[src/rtl/alad_pkg.sv]
package alad_pkg;

    localparam int DIFF_W  = 33;
    localparam int ADIFF_W = 25;

    localparam logic signed [63:0] SLOPE_MAX = 64'sd2147483647;
    localparam logic signed [63:0] SLOPE_MIN = -64'sd2147483648;

    typedef struct packed {
        logic signed [DIFF_W-1:0]  dx0;
        logic signed [DIFF_W-1:0]  dy0;
        logic signed [DIFF_W-1:0]  dz0;
        logic signed [DIFF_W-1:0]  dx1;
        logic signed [DIFF_W-1:0]  dy1;
        logic signed [DIFF_W-1:0]  dz1;
        logic signed [ADIFF_W-1:0] da0;
        logic signed [ADIFF_W-1:0] da1;
    } t_req;

    typedef struct packed {
        logic [31:0] slope;
        logic        sat;
    } t_res;

endpackage

[src/rtl/arc_length_angle_derivative_unit.sv]
// channel   dir  handshake          word
// input     in   i_valid / o_stall  i_coord_x, i_coord_y, i_coord_z, i_angle,
//                                   i_first_point, i_last_point
// output    out  o_valid / i_stall  o_slope, o_saturated, o_end_of_curve
//
// The first and the second point of a curve do not start the core. An
// interior point runs on one shared 67-bit add/subtract unit: six shift-add
// squarings, two 33-step square roots and two divisions of 25+COORD_FRAC_BITS
// steps; o_stall is high meanwhile.
// Synchronous active-low reset empties the window and the 3-word result queue.
// A new point is taken while up to one result word waits under i_stall.
module arc_length_angle_derivative_unit #(
    parameter int COORD_FRAC_BITS = 16
) (
    input  logic               i_clk,
    input  logic               i_rst_n,
    input  logic               i_valid,
    output logic               o_stall,
    input  logic signed [31:0] i_coord_x,
    input  logic signed [31:0] i_coord_y,
    input  logic signed [31:0] i_coord_z,
    input  logic signed [23:0] i_angle,
    input  logic               i_first_point,
    input  logic               i_last_point,
    output logic               o_valid,
    input  logic               i_stall,
    output logic signed [31:0] o_slope,
    output logic               o_saturated,
    output logic               o_end_of_curve
);

    typedef struct packed {
        logic [31:0] slope;
        logic        sat;
        logic        eoc;
    } t_word;

    logic signed [31:0] r_prev_x, r_prev_y, r_prev_z;
    logic signed [31:0] r_older_x, r_older_y, r_older_z;
    logic signed [23:0] r_prev_a, r_older_a;
    logic [1:0]         r_ps;
    logic               r_busy;
    logic               r_last;
    t_word              r_q [0:2];
    logic [1:0]         r_cnt;

    t_word              n_q [0:2];
    logic [1:0]         n_cnt;
    logic [1:0]         c1;
    logic               accept, pop, start, restart;
    logic               push0, push1;
    t_word              w0, w1;
    alad_pkg::t_req     req;
    logic               core_done;
    alad_pkg::t_res     core_res;

    function automatic logic signed [32:0] diff(input logic signed [31:0] a,
                                                input logic signed [31:0] b);
        diff = 33'(a) - 33'(b);
    endfunction

    assign o_stall = r_busy | r_cnt[1];
    assign accept  = i_valid & ~o_stall;
    assign o_valid = r_cnt != 2'd0;
    assign pop     = o_valid & ~i_stall;
    assign restart = i_first_point | (r_ps == 2'd0);
    assign start   = accept & ~restart & r_ps[1];

    assign req.dx0 = diff(i_coord_x, r_prev_x);
    assign req.dy0 = diff(i_coord_y, r_prev_y);
    assign req.dz0 = diff(i_coord_z, r_prev_z);
    assign req.dx1 = diff(r_prev_x, r_older_x);
    assign req.dy1 = diff(r_prev_y, r_older_y);
    assign req.dz1 = diff(r_prev_z, r_older_z);
    assign req.da0 = 25'(i_angle) - 25'(r_prev_a);
    assign req.da1 = 25'(r_prev_a) - 25'(r_older_a);

    alad_core #(
        .COORD_FRAC_BITS (COORD_FRAC_BITS)
    ) u_core (
        .i_clk   (i_clk),
        .i_rst_n (i_rst_n),
        .i_start (start),
        .i_req   (req),
        .o_done  (core_done),
        .o_res   (core_res)
    );

    always_comb begin
        push0 = 1'b0;
        push1 = 1'b0;
        w0    = '{slope: '0, sat: 1'b0, eoc: i_last_point};
        w1    = '{slope: '0, sat: 1'b0, eoc: 1'b1};
        if (core_done) begin
            push0 = 1'b1;
            push1 = r_last;
            w0    = '{slope: core_res.slope, sat: core_res.sat, eoc: 1'b0};
        end else if (accept) begin
            if (restart) push0 = 1'b1;
            else if (!r_ps[1]) push0 = i_last_point;
        end
    end

    always_comb begin
        n_q = r_q;
        if (pop) begin
            n_q[0] = r_q[1];
            n_q[1] = r_q[2];
        end
        c1 = r_cnt - 2'(pop);
        if (push0) n_q[c1] = w0;
        if (push1) n_q[c1 + 2'd1] = w1;
        n_cnt = c1 + 2'(push0) + 2'(push1);
    end

    assign o_slope        = r_q[0].slope;
    assign o_saturated    = r_q[0].sat;
    assign o_end_of_curve = r_q[0].eoc;

    always_ff @(posedge i_clk) begin
        if (!i_rst_n) begin
            r_ps      <= 2'd0;
            r_busy    <= 1'b0;
            r_cnt     <= 2'd0;
            r_prev_x  <= '0;
            r_prev_y  <= '0;
            r_prev_z  <= '0;
            r_prev_a  <= '0;
            r_older_x <= '0;
            r_older_y <= '0;
            r_older_z <= '0;
            r_older_a <= '0;
        end else begin
            r_cnt <= n_cnt;
            r_q   <= n_q;
            if (core_done) r_busy <= 1'b0;
            if (accept) begin
                r_prev_x <= i_coord_x;
                r_prev_y <= i_coord_y;
                r_prev_z <= i_coord_z;
                r_prev_a <= i_angle;
                if (restart) begin
                    r_ps <= i_last_point ? 2'd0 : 2'd1;
                end else begin
                    r_older_x <= r_prev_x;
                    r_older_y <= r_prev_y;
                    r_older_z <= r_prev_z;
                    r_older_a <= r_prev_a;
                    r_ps      <= i_last_point ? 2'd0 : 2'd2;
                    if (r_ps[1]) begin
                        r_busy <= 1'b1;
                        r_last <= i_last_point;
                    end
                end
            end
        end
    end

    a_busy_stall: assert property (@(posedge i_clk) disable iff (!i_rst_n)
        r_busy |-> o_stall)
        else $error("point taken during computation");

    a_done_busy: assert property (@(posedge i_clk) disable iff (!i_rst_n)
        core_done |-> r_busy)
        else $error("result without a pending point");

    a_sat_clip: assert property (@(posedge i_clk) disable iff (!i_rst_n)
        (o_valid && o_saturated) |->
            (o_slope == 32'sh7fffffff || o_slope == 32'sh80000000))
        else $error("saturated word not at a limit");

endmodule

[src/rtl/alad_core.sv]
module alad_core #(
    parameter int COORD_FRAC_BITS = 16
) (
    input  logic            i_clk,
    input  logic            i_rst_n,
    input  logic            i_start,
    input  alad_pkg::t_req  i_req,
    output logic            o_done,
    output alad_pkg::t_res  o_res
);

    localparam int NUM_W = alad_pkg::ADIFF_W + COORD_FRAC_BITS;
    localparam int V_W   = NUM_W + 2;
    localparam int CNT_W = $clog2((NUM_W > 33) ? NUM_W : 33);
    localparam int ALU_W = 67;
    localparam int SQ_W  = 66;
    localparam int M_W   = alad_pkg::DIFF_W;

    typedef enum logic [2:0] {
        S_IDLE, S_SQ, S_RT, S_CHK, S_DV, S_SUM, S_HALF, S_SAT
    } t_state;

    function automatic logic [M_W-1:0] mag_d(input logic signed [M_W-1:0] d);
        mag_d = d[M_W-1] ? M_W'(-d) : M_W'(d);
    endfunction

    function automatic logic [alad_pkg::ADIFF_W-1:0] mag_a(
        input logic signed [alad_pkg::ADIFF_W-1:0] d);
        mag_a = d[alad_pkg::ADIFF_W-1] ? alad_pkg::ADIFF_W'(-d) : alad_pkg::ADIFF_W'(d);
    endfunction

    function automatic logic signed [V_W-1:0] sgn_q(input logic [NUM_W-1:0] q,
                                                   input logic neg);
        logic signed [V_W-1:0] v;
        v = $signed(V_W'(q));
        sgn_q = neg ? -v : v;
    endfunction

    t_state                r_state;
    alad_pkg::t_req        r_req;
    logic                  r_seg;
    logic [1:0]            r_k;
    logic [SQ_W-1:0]       r_acc;
    logic [SQ_W-1:0]       r_mcand;
    logic [M_W-1:0]        r_mplier;
    logic [SQ_W-1:0]       r_sqv;
    logic [36:0]           r_rem;
    logic [M_W-1:0]        r_root;
    logic [CNT_W-1:0]      r_cnt;
    logic [M_W-1:0]        r_len0;
    logic [M_W-1:0]        r_len1;
    logic [NUM_W-1:0]      r_dq;
    logic [34:0]           r_dr;
    logic [NUM_W-1:0]      r_q0;
    logic signed [V_W-1:0] r_val;

    logic [ALU_W-1:0]      alu_a;
    logic [ALU_W-1:0]      alu_b;
    logic                  alu_sub;
    logic [ALU_W:0]        alu_y;
    logic [36:0]           rt_shift;
    logic [34:0]           dv_shift;
    logic [M_W-1:0]        cur_len;
    logic [M_W-1:0]        nxt_mag;
    logic [M_W-1:0]        n_root;
    logic [NUM_W-1:0]      n_dq;
    logic                  qbit;
    logic signed [V_W-1:0] v_adj;
    logic signed [63:0]    v64;

    assign rt_shift = {r_rem[34:0], r_sqv[SQ_W-1 -: 2]};
    assign dv_shift = {r_dr[33:0], r_dq[NUM_W-1]};
    assign cur_len  = r_seg ? r_len1 : r_len0;

    always_comb begin
        case (r_state)
            S_RT: begin
                alu_a   = ALU_W'(rt_shift);
                alu_b   = ALU_W'({r_root, 2'b01});
                alu_sub = 1'b1;
            end
            S_DV: begin
                alu_a   = ALU_W'(dv_shift);
                alu_b   = ALU_W'(cur_len);
                alu_sub = 1'b1;
            end
            default: begin
                alu_a   = ALU_W'(r_acc);
                alu_b   = ALU_W'(r_mcand);
                alu_sub = 1'b0;
            end
        endcase
    end

    // borrow in the top bit on subtract
    assign alu_y = {1'b0, alu_a} + ({1'b0, alu_b} ^ {(ALU_W+1){alu_sub}})
                 + (ALU_W+1)'(alu_sub);

    always_comb begin
        case ({r_seg, r_k})
            3'b000:  nxt_mag = mag_d(r_req.dy0);
            3'b001:  nxt_mag = mag_d(r_req.dz0);
            3'b100:  nxt_mag = mag_d(r_req.dy1);
            3'b101:  nxt_mag = mag_d(r_req.dz1);
            default: nxt_mag = '0;
        endcase
    end

    assign n_root = {r_root[M_W-2:0], ~alu_y[ALU_W]};
    assign qbit   = ~alu_y[ALU_W];
    assign n_dq   = {r_dq[NUM_W-2:0], qbit};
    assign v_adj  = r_val + $signed({{(V_W-1){1'b0}}, r_val[V_W-1]});
    assign v64    = 64'(r_val);

    always_ff @(posedge i_clk) begin
        if (!i_rst_n) begin
            r_state <= S_IDLE;
            o_done  <= 1'b0;
        end else begin
            o_done <= (r_state == S_SAT);
            case (r_state)
                S_IDLE: begin
                    if (i_start) begin
                        r_req    <= i_req;
                        r_seg    <= 1'b0;
                        r_k      <= 2'd0;
                        r_acc    <= '0;
                        r_mcand  <= SQ_W'(mag_d(i_req.dx0));
                        r_mplier <= mag_d(i_req.dx0);
                        r_state  <= S_SQ;
                    end
                end
                S_SQ: begin
                    if (r_mplier == '0) begin
                        if (r_k == 2'd2) begin
                            r_sqv   <= r_acc;
                            r_rem   <= '0;
                            r_root  <= '0;
                            r_cnt   <= '0;
                            r_state <= S_RT;
                        end else begin
                            r_k      <= r_k + 2'd1;
                            r_mcand  <= SQ_W'(nxt_mag);
                            r_mplier <= nxt_mag;
                        end
                    end else begin
                        if (r_mplier[0]) r_acc <= alu_y[SQ_W-1:0];
                        r_mcand  <= r_mcand << 1;
                        r_mplier <= r_mplier >> 1;
                    end
                end
                S_RT: begin
                    r_rem  <= alu_y[ALU_W] ? rt_shift : alu_y[36:0];
                    r_root <= n_root;
                    r_sqv  <= r_sqv << 2;
                    r_cnt  <= r_cnt + 1'b1;
                    if (r_cnt == CNT_W'(32)) begin
                        if (!r_seg) begin
                            r_len0   <= n_root;
                            r_seg    <= 1'b1;
                            r_k      <= 2'd0;
                            r_acc    <= '0;
                            r_mcand  <= SQ_W'(mag_d(r_req.dx1));
                            r_mplier <= mag_d(r_req.dx1);
                            r_state  <= S_SQ;
                        end else begin
                            r_len1  <= n_root;
                            r_state <= S_CHK;
                        end
                    end
                end
                S_CHK: begin
                    if (r_len0 == '0 && r_len1 == '0) begin
                        r_val   <= '0;
                        r_state <= S_SAT;
                    end else if (r_len1 == '0) begin
                        r_val   <= V_W'(r_req.da0);
                        r_state <= S_SAT;
                    end else if (r_len0 == '0) begin
                        r_val   <= V_W'(r_req.da1);
                        r_state <= S_SAT;
                    end else begin
                        r_seg   <= 1'b0;
                        r_dq    <= NUM_W'(mag_a(r_req.da0)) << COORD_FRAC_BITS;
                        r_dr    <= '0;
                        r_cnt   <= '0;
                        r_state <= S_DV;
                    end
                end
                S_DV: begin
                    if (r_cnt == CNT_W'(NUM_W - 1) && !r_seg) begin
                        r_q0  <= n_dq;
                        r_seg <= 1'b1;
                        r_dq  <= NUM_W'(mag_a(r_req.da1)) << COORD_FRAC_BITS;
                        r_dr  <= '0;
                        r_cnt <= '0;
                    end else begin
                        r_dr  <= alu_y[ALU_W] ? dv_shift : alu_y[34:0];
                        r_dq  <= n_dq;
                        r_cnt <= r_cnt + 1'b1;
                        if (r_cnt == CNT_W'(NUM_W - 1)) r_state <= S_SUM;
                    end
                end
                S_SUM: begin
                    r_val   <= sgn_q(r_q0, r_req.da0[alad_pkg::ADIFF_W-1])
                             + sgn_q(r_dq, r_req.da1[alad_pkg::ADIFF_W-1]);
                    r_state <= S_HALF;
                end
                S_HALF: begin
                    r_val   <= v_adj >>> 1;
                    r_state <= S_SAT;
                end
                S_SAT: begin
                    if (v64 > alad_pkg::SLOPE_MAX) begin
                        o_res.slope <= alad_pkg::SLOPE_MAX[31:0];
                        o_res.sat   <= 1'b1;
                    end else if (v64 < alad_pkg::SLOPE_MIN) begin
                        o_res.slope <= alad_pkg::SLOPE_MIN[31:0];
                        o_res.sat   <= 1'b1;
                    end else begin
                        o_res.slope <= v64[31:0];
                        o_res.sat   <= 1'b0;
                    end
                    r_state <= S_IDLE;
                end
                default: r_state <= S_IDLE;
            endcase
        end
    end

    a_start_idle: assert property (@(posedge i_clk) disable iff (!i_rst_n)
        i_start |-> r_state == S_IDLE)
        else $error("start while core busy");

    a_done_idle: assert property (@(posedge i_clk) disable iff (!i_rst_n)
        o_done |-> r_state == S_IDLE)
        else $error("done while core busy");

    a_done_pulse: assert property (@(posedge i_clk) disable iff (!i_rst_n)
        o_done |=> !o_done)
        else $error("done held for more than one cycle");

endmodule
[config.mk]
export PLATFORM = sky130hd
export DESIGN_NAME = arc_length_angle_derivative_unit
export DESIGN_NICKNAME = d
export VERILOG_FILES = /design/src/rtl/alad_pkg.sv /design/src/rtl/arc_length_angle_derivative_unit.sv /design/src/rtl/alad_core.sv
export SDC_FILE = /design/constraint.sdc
export NUM_CORES = 2
export LEC_CHECK = 0
export ABC_CLOCK_PERIOD_IN_PS = 12850
export BUFFER_PORTS_ARGS = -buffer_cell sky130_fd_sc_hd__buf_4
export CORE_MARGIN = 1
export CORE_UTILIZATION = 55
export CTS_BUF_LIST = sky130_fd_sc_hd__clkbuf_8
export CTS_CLUSTER_SIZE = 24
export DETAILED_ROUTE_END_ITERATION = 8
export MAX_ROUTING_LAYER = met4
export PLACE_DENSITY = 0.74
export SYNTH_ARGS = -nofsm -noshare
export SYNTH_HDL_FRONTEND = slang
export SYNTH_SLANG_ARGS = --single-unit
[constraint.sdc]
create_clock -name i_clk -period 12.85 [get_ports i_clk]
set_clock_uncertainty 0.05 [all_clocks]
set_input_delay 1.9275 -clock i_clk [delete_from_list [all_inputs] [get_ports i_clk]]
set_output_delay 1.9275 -clock i_clk [all_outputs]
set_load 0.05 [all_outputs]
==> results_dict.tcl <==
set metrics [dict create \
    reg2reg_depth 20 \
    start_kind "flip-flop" \
    die_y_um 360 \
    setup_viol 0 \
    overflow 0 \
    hold_viol 0 \
    placed_area_mm2 0.0731 \
    rsz0062_at_grt "false" \
    num_rows 131 \
    r2r_start "u_core.r_state[1]" \
    hp-class "flip-flop to flip-flop" \
    pre_cts_ws_ns 5.69 \
    path_class "flip-flop to flip-flop" \
    worst_slack_ns 5.55 \
    hp-start "r_older_y[8]" \
    drt-initial-drc-count 5363 \
    clk_pin_slew_ns 0.07 \
    maxCapViolCount 0 \
    syn_area_per_cell_um2 9.16 \
    hpwl_um 142000 \
    core_mm2 0.127 \
    fmax_mhz 137 \
    r2r_end "u_core.r_dr[8]" \
    grt_use_total_pct 30.7 \
    first_global_vias 54970 \
    multi_input_comb_area_mm2 0.0362 \
    crit_path_end_kind "flip-flop" \
    required_ns 13.47 \
    fin_crit_ns 7.30 \
    synth.cell_area_mm2 0.0705 \
    rrSetupSlack_ns 5.55 \
    yosysUniqueCellTypes 97 \
    routed_wl_um 198000 \
    die_w_um 360 \
    hold_end "r_older_y[8]" \
    drtAntennaViolNets 0 \
    worst_pin_slew_ns 1.19 \
    antenna_found_initial 5 \
    seq_area_mm2 0.0315 \
    finalNetCount 8252 \
    globalplace.congestion 0.974 \
    ys_seq_area_share_pct 44.7 \
    cts_buffers 196 \
    clkLatencyLatePin_ns 0.97 \
    cts_tree "built" \
    cp_max_fo 149 \
    htreeDepth 4 \
    ctsResizeCount 0 \
    drc 0 \
    cp.arrival_ns 7.93 \
    die_area_mm2 0.130 \
    fin_crit_sh_pct 56.8 \
    synth_edf_count 884 \
    status "completed" \
    hold_slack_ns 0.402 \
    dp.cells 9215 \
    ys_ff_latch 1133 \
    powerDensity_mw_per_mm2 134 \
    grt_max_degree 166 \
    vias_per_cell 6.04 \
    clock_sinks 1133 \
    fillerInstances 10821 \
    peakVddDrop_uv 151 \
    synthCells 7700 \
    synthArstFlopShare_pct 0 \
    post_cts_buffers 0 \
    start_util_pct 55.4 \
    slew_headroom_pct 20.9 \
    wl_per_cell_um 20.6 \
    grt_pass1_wl_um 308000 \
    ios 162 \
    syn_nets 8201 \
    whs_path_depth 2 \
    final_area_mm2 0.0772 \
    drv_slew 0 \
    ctsRootBufferMaster "clkbuf_8" \
    cts_hold_buf 0 \
    yosys_warnings 0 \
    cellLeakagePower_nw 29.1 \
    vias 57883 \
    io_buffers 161 \
    finalNonFillerCells 9591 \
    area_delta_synth_final_pct 9.52 \
    drive_gt1_share_pct 7.75 \
    cts_buffer_depth 3 \
    finalSetupTns_ns 0 \
    synth_ff_type "edfxtp_1" \
    dr.pass1.iters 6 \
]
-- per-layer routing --
layer | part of all wire [%] | track usage, %
met1 | 44 | 40.9
met3 | 7.0 | 4.36
met2 | 46 | 47.8
met5 | 0 | -
met4 | 3.4 | 11.2
-- power breakdown --
group	total (mW)	switching, mW	internal (mW)	leakage, nW
Sequential	4.34	0.110	4.23	10.2
Combinational	2.48	1.57	0.919	16.5
Clock	3.53	1.65	1.88	2.34
Total	10.4	3.33	7.03	29.1
-- cell families (layout without fill, tap and decap cells) --
| kind of cell | count (synthesis) | after routing | synth area share (%) |
|---|---|---|---|
| other | 0 | 7 | 0 |
| adder cells (fa/ha/maj) | 375 | 375 | 6.77 |
| flip-flops | 1133 | 1133 | 44.7 |
| AND/OR/NAND/NOR | 2774 | 2774 | 17.9 |
| multiplexers | 67 | 67 | 0.951 |
| AO/OA/AOI/OAI | 1961 | 1961 | 17.7 |
| XOR/XNOR | 625 | 625 | 7.77 |
| buffers and inverters | 765 | 987 | 4.25 |
-- worst max-delay path: stages (launching register included) --
cell      delay (ns)
dfxtp_1         0.73
nor3b_2         0.46
buf_12          0.53
buf_4           0.57
and2_1          0.22
nor3_1          0.07
ha_1            0.39
a21oi_1         0.17
o21bai_1        0.10
a211oi_1        0.54
nor2_1          0.15
and4_1          0.23
a32oi_1         0.34
o211ai_1        0.28
a31o_2          0.35
a311o_1         0.32
buf_4           0.26
nor2_1          0.43
clkinv_1        0.39
o21ai_0         0.26
nor2_1          0.07
-- final cells by class --
class                      count  share of cell area (%)
multi-input combinational   5802                    46.9
sequential                  1133                    40.8
clock buffer                 205                    3.65
tap                         1662                    2.69
timing repair buffer         234                    2.32
inverter                     384                    1.88
clock inverter               164                    1.73
antenna                        7                  0.0227
-- sequential cells by signal (all words and copies together), names as in the netlist, 35 cells and up --
register and cells:
u_core.r_val 43, u_core.r_mcand 66, r_q 68, u_core.r_dq 41, u_core.r_rem 35, u_core.r_sqv 66, u_core.r_acc 66, u_core.r_q0 41
u_core.r_req 215
-- worst max-delay path by stage --
stage                      startpoint               to  slack, ns  cells after the start
finish              u_core.r_state[1]   u_core.r_dr[8]       5.55                     20
global route        u_core.r_state[1]  u_core.r_dr[19]       5.11                     20
CTS                 u_core.r_state[1]   u_core.r_dr[8]       5.66                     20
detailed placement  u_core.r_state[1]   u_core.r_dr[8]       5.69                     20
global placement    u_core.r_state[1]  u_core.r_dr[16]       5.94                     20
floorplan                     i_rst_n  u_core.r_rem[0]       0.02                      3
-- through the flow --
step | utilization (%) | power, mW
6_report | 60.7 | 10.4
2_1_floorplan | - | 6.25
3_5_place_dp | 57.4 | 6.87
5_1_grt | 60.7 | 10.8
4_1_cts | 60.6 | 10.4
3_3_place_gp | 57.4 | 6.80
-- synthesized netlist by cell type (148+ instances only) --
master    count  area [um2]
clkbuf_1    319        1200
o21ai_0     338        1690
dfxtp_1     249        4980
nor2_1      549        2060
edfxtp_1    884       26500
inv_1       379        1420
xor2_1      233        2040
ha_1        364        4550
nand2_1    1331        5000
a21oi_1     657        3290
xnor2_1     391        3420
and2_1      148         926
a21o_1      170        1280
-- cells in the final DEF, fill, tap and decap left out, types with 50 or more instances in the layout --
| cell type | synthesis | routed |
|---|---|---|
| a21o_1 | 170 | 170 |
| a21oi_1 | 657 | 656 |
| a22oi_1 | 57 | 57 |
| a31oi_1 | 118 | 115 |
| and2_1 | 148 | 147 |
| and3_1 | 67 | 67 |
| buf_4 | 32 | 231 |
| clkbuf_8 | 0 | 205 |
| dfxtp_1 | 249 | 248 |
| edfxtp_1 | 884 | 884 |
| ha_1 | 364 | 364 |
| inv_1 | 379 | 437 |
| mux2i_1 | 67 | 67 |
| nand2_1 | 1331 | 1326 |
| nand2b_1 | 80 | 79 |
| nand3_1 | 105 | 104 |
| nor2_1 | 549 | 540 |
| nor2b_1 | 59 | 59 |
| nor3_1 | 118 | 110 |
| o211ai_1 | 57 | 57 |
| o21a_1 | 65 | 65 |
| o21ai_0 | 338 | 338 |
| o31ai_1 | 100 | 100 |
| or3_1 | 104 | 103 |
| or4_1 | 50 | 50 |
| xnor2_1 | 391 | 391 |
| xor2_1 | 233 | 233 |
(Power assumes the default switching activity.)
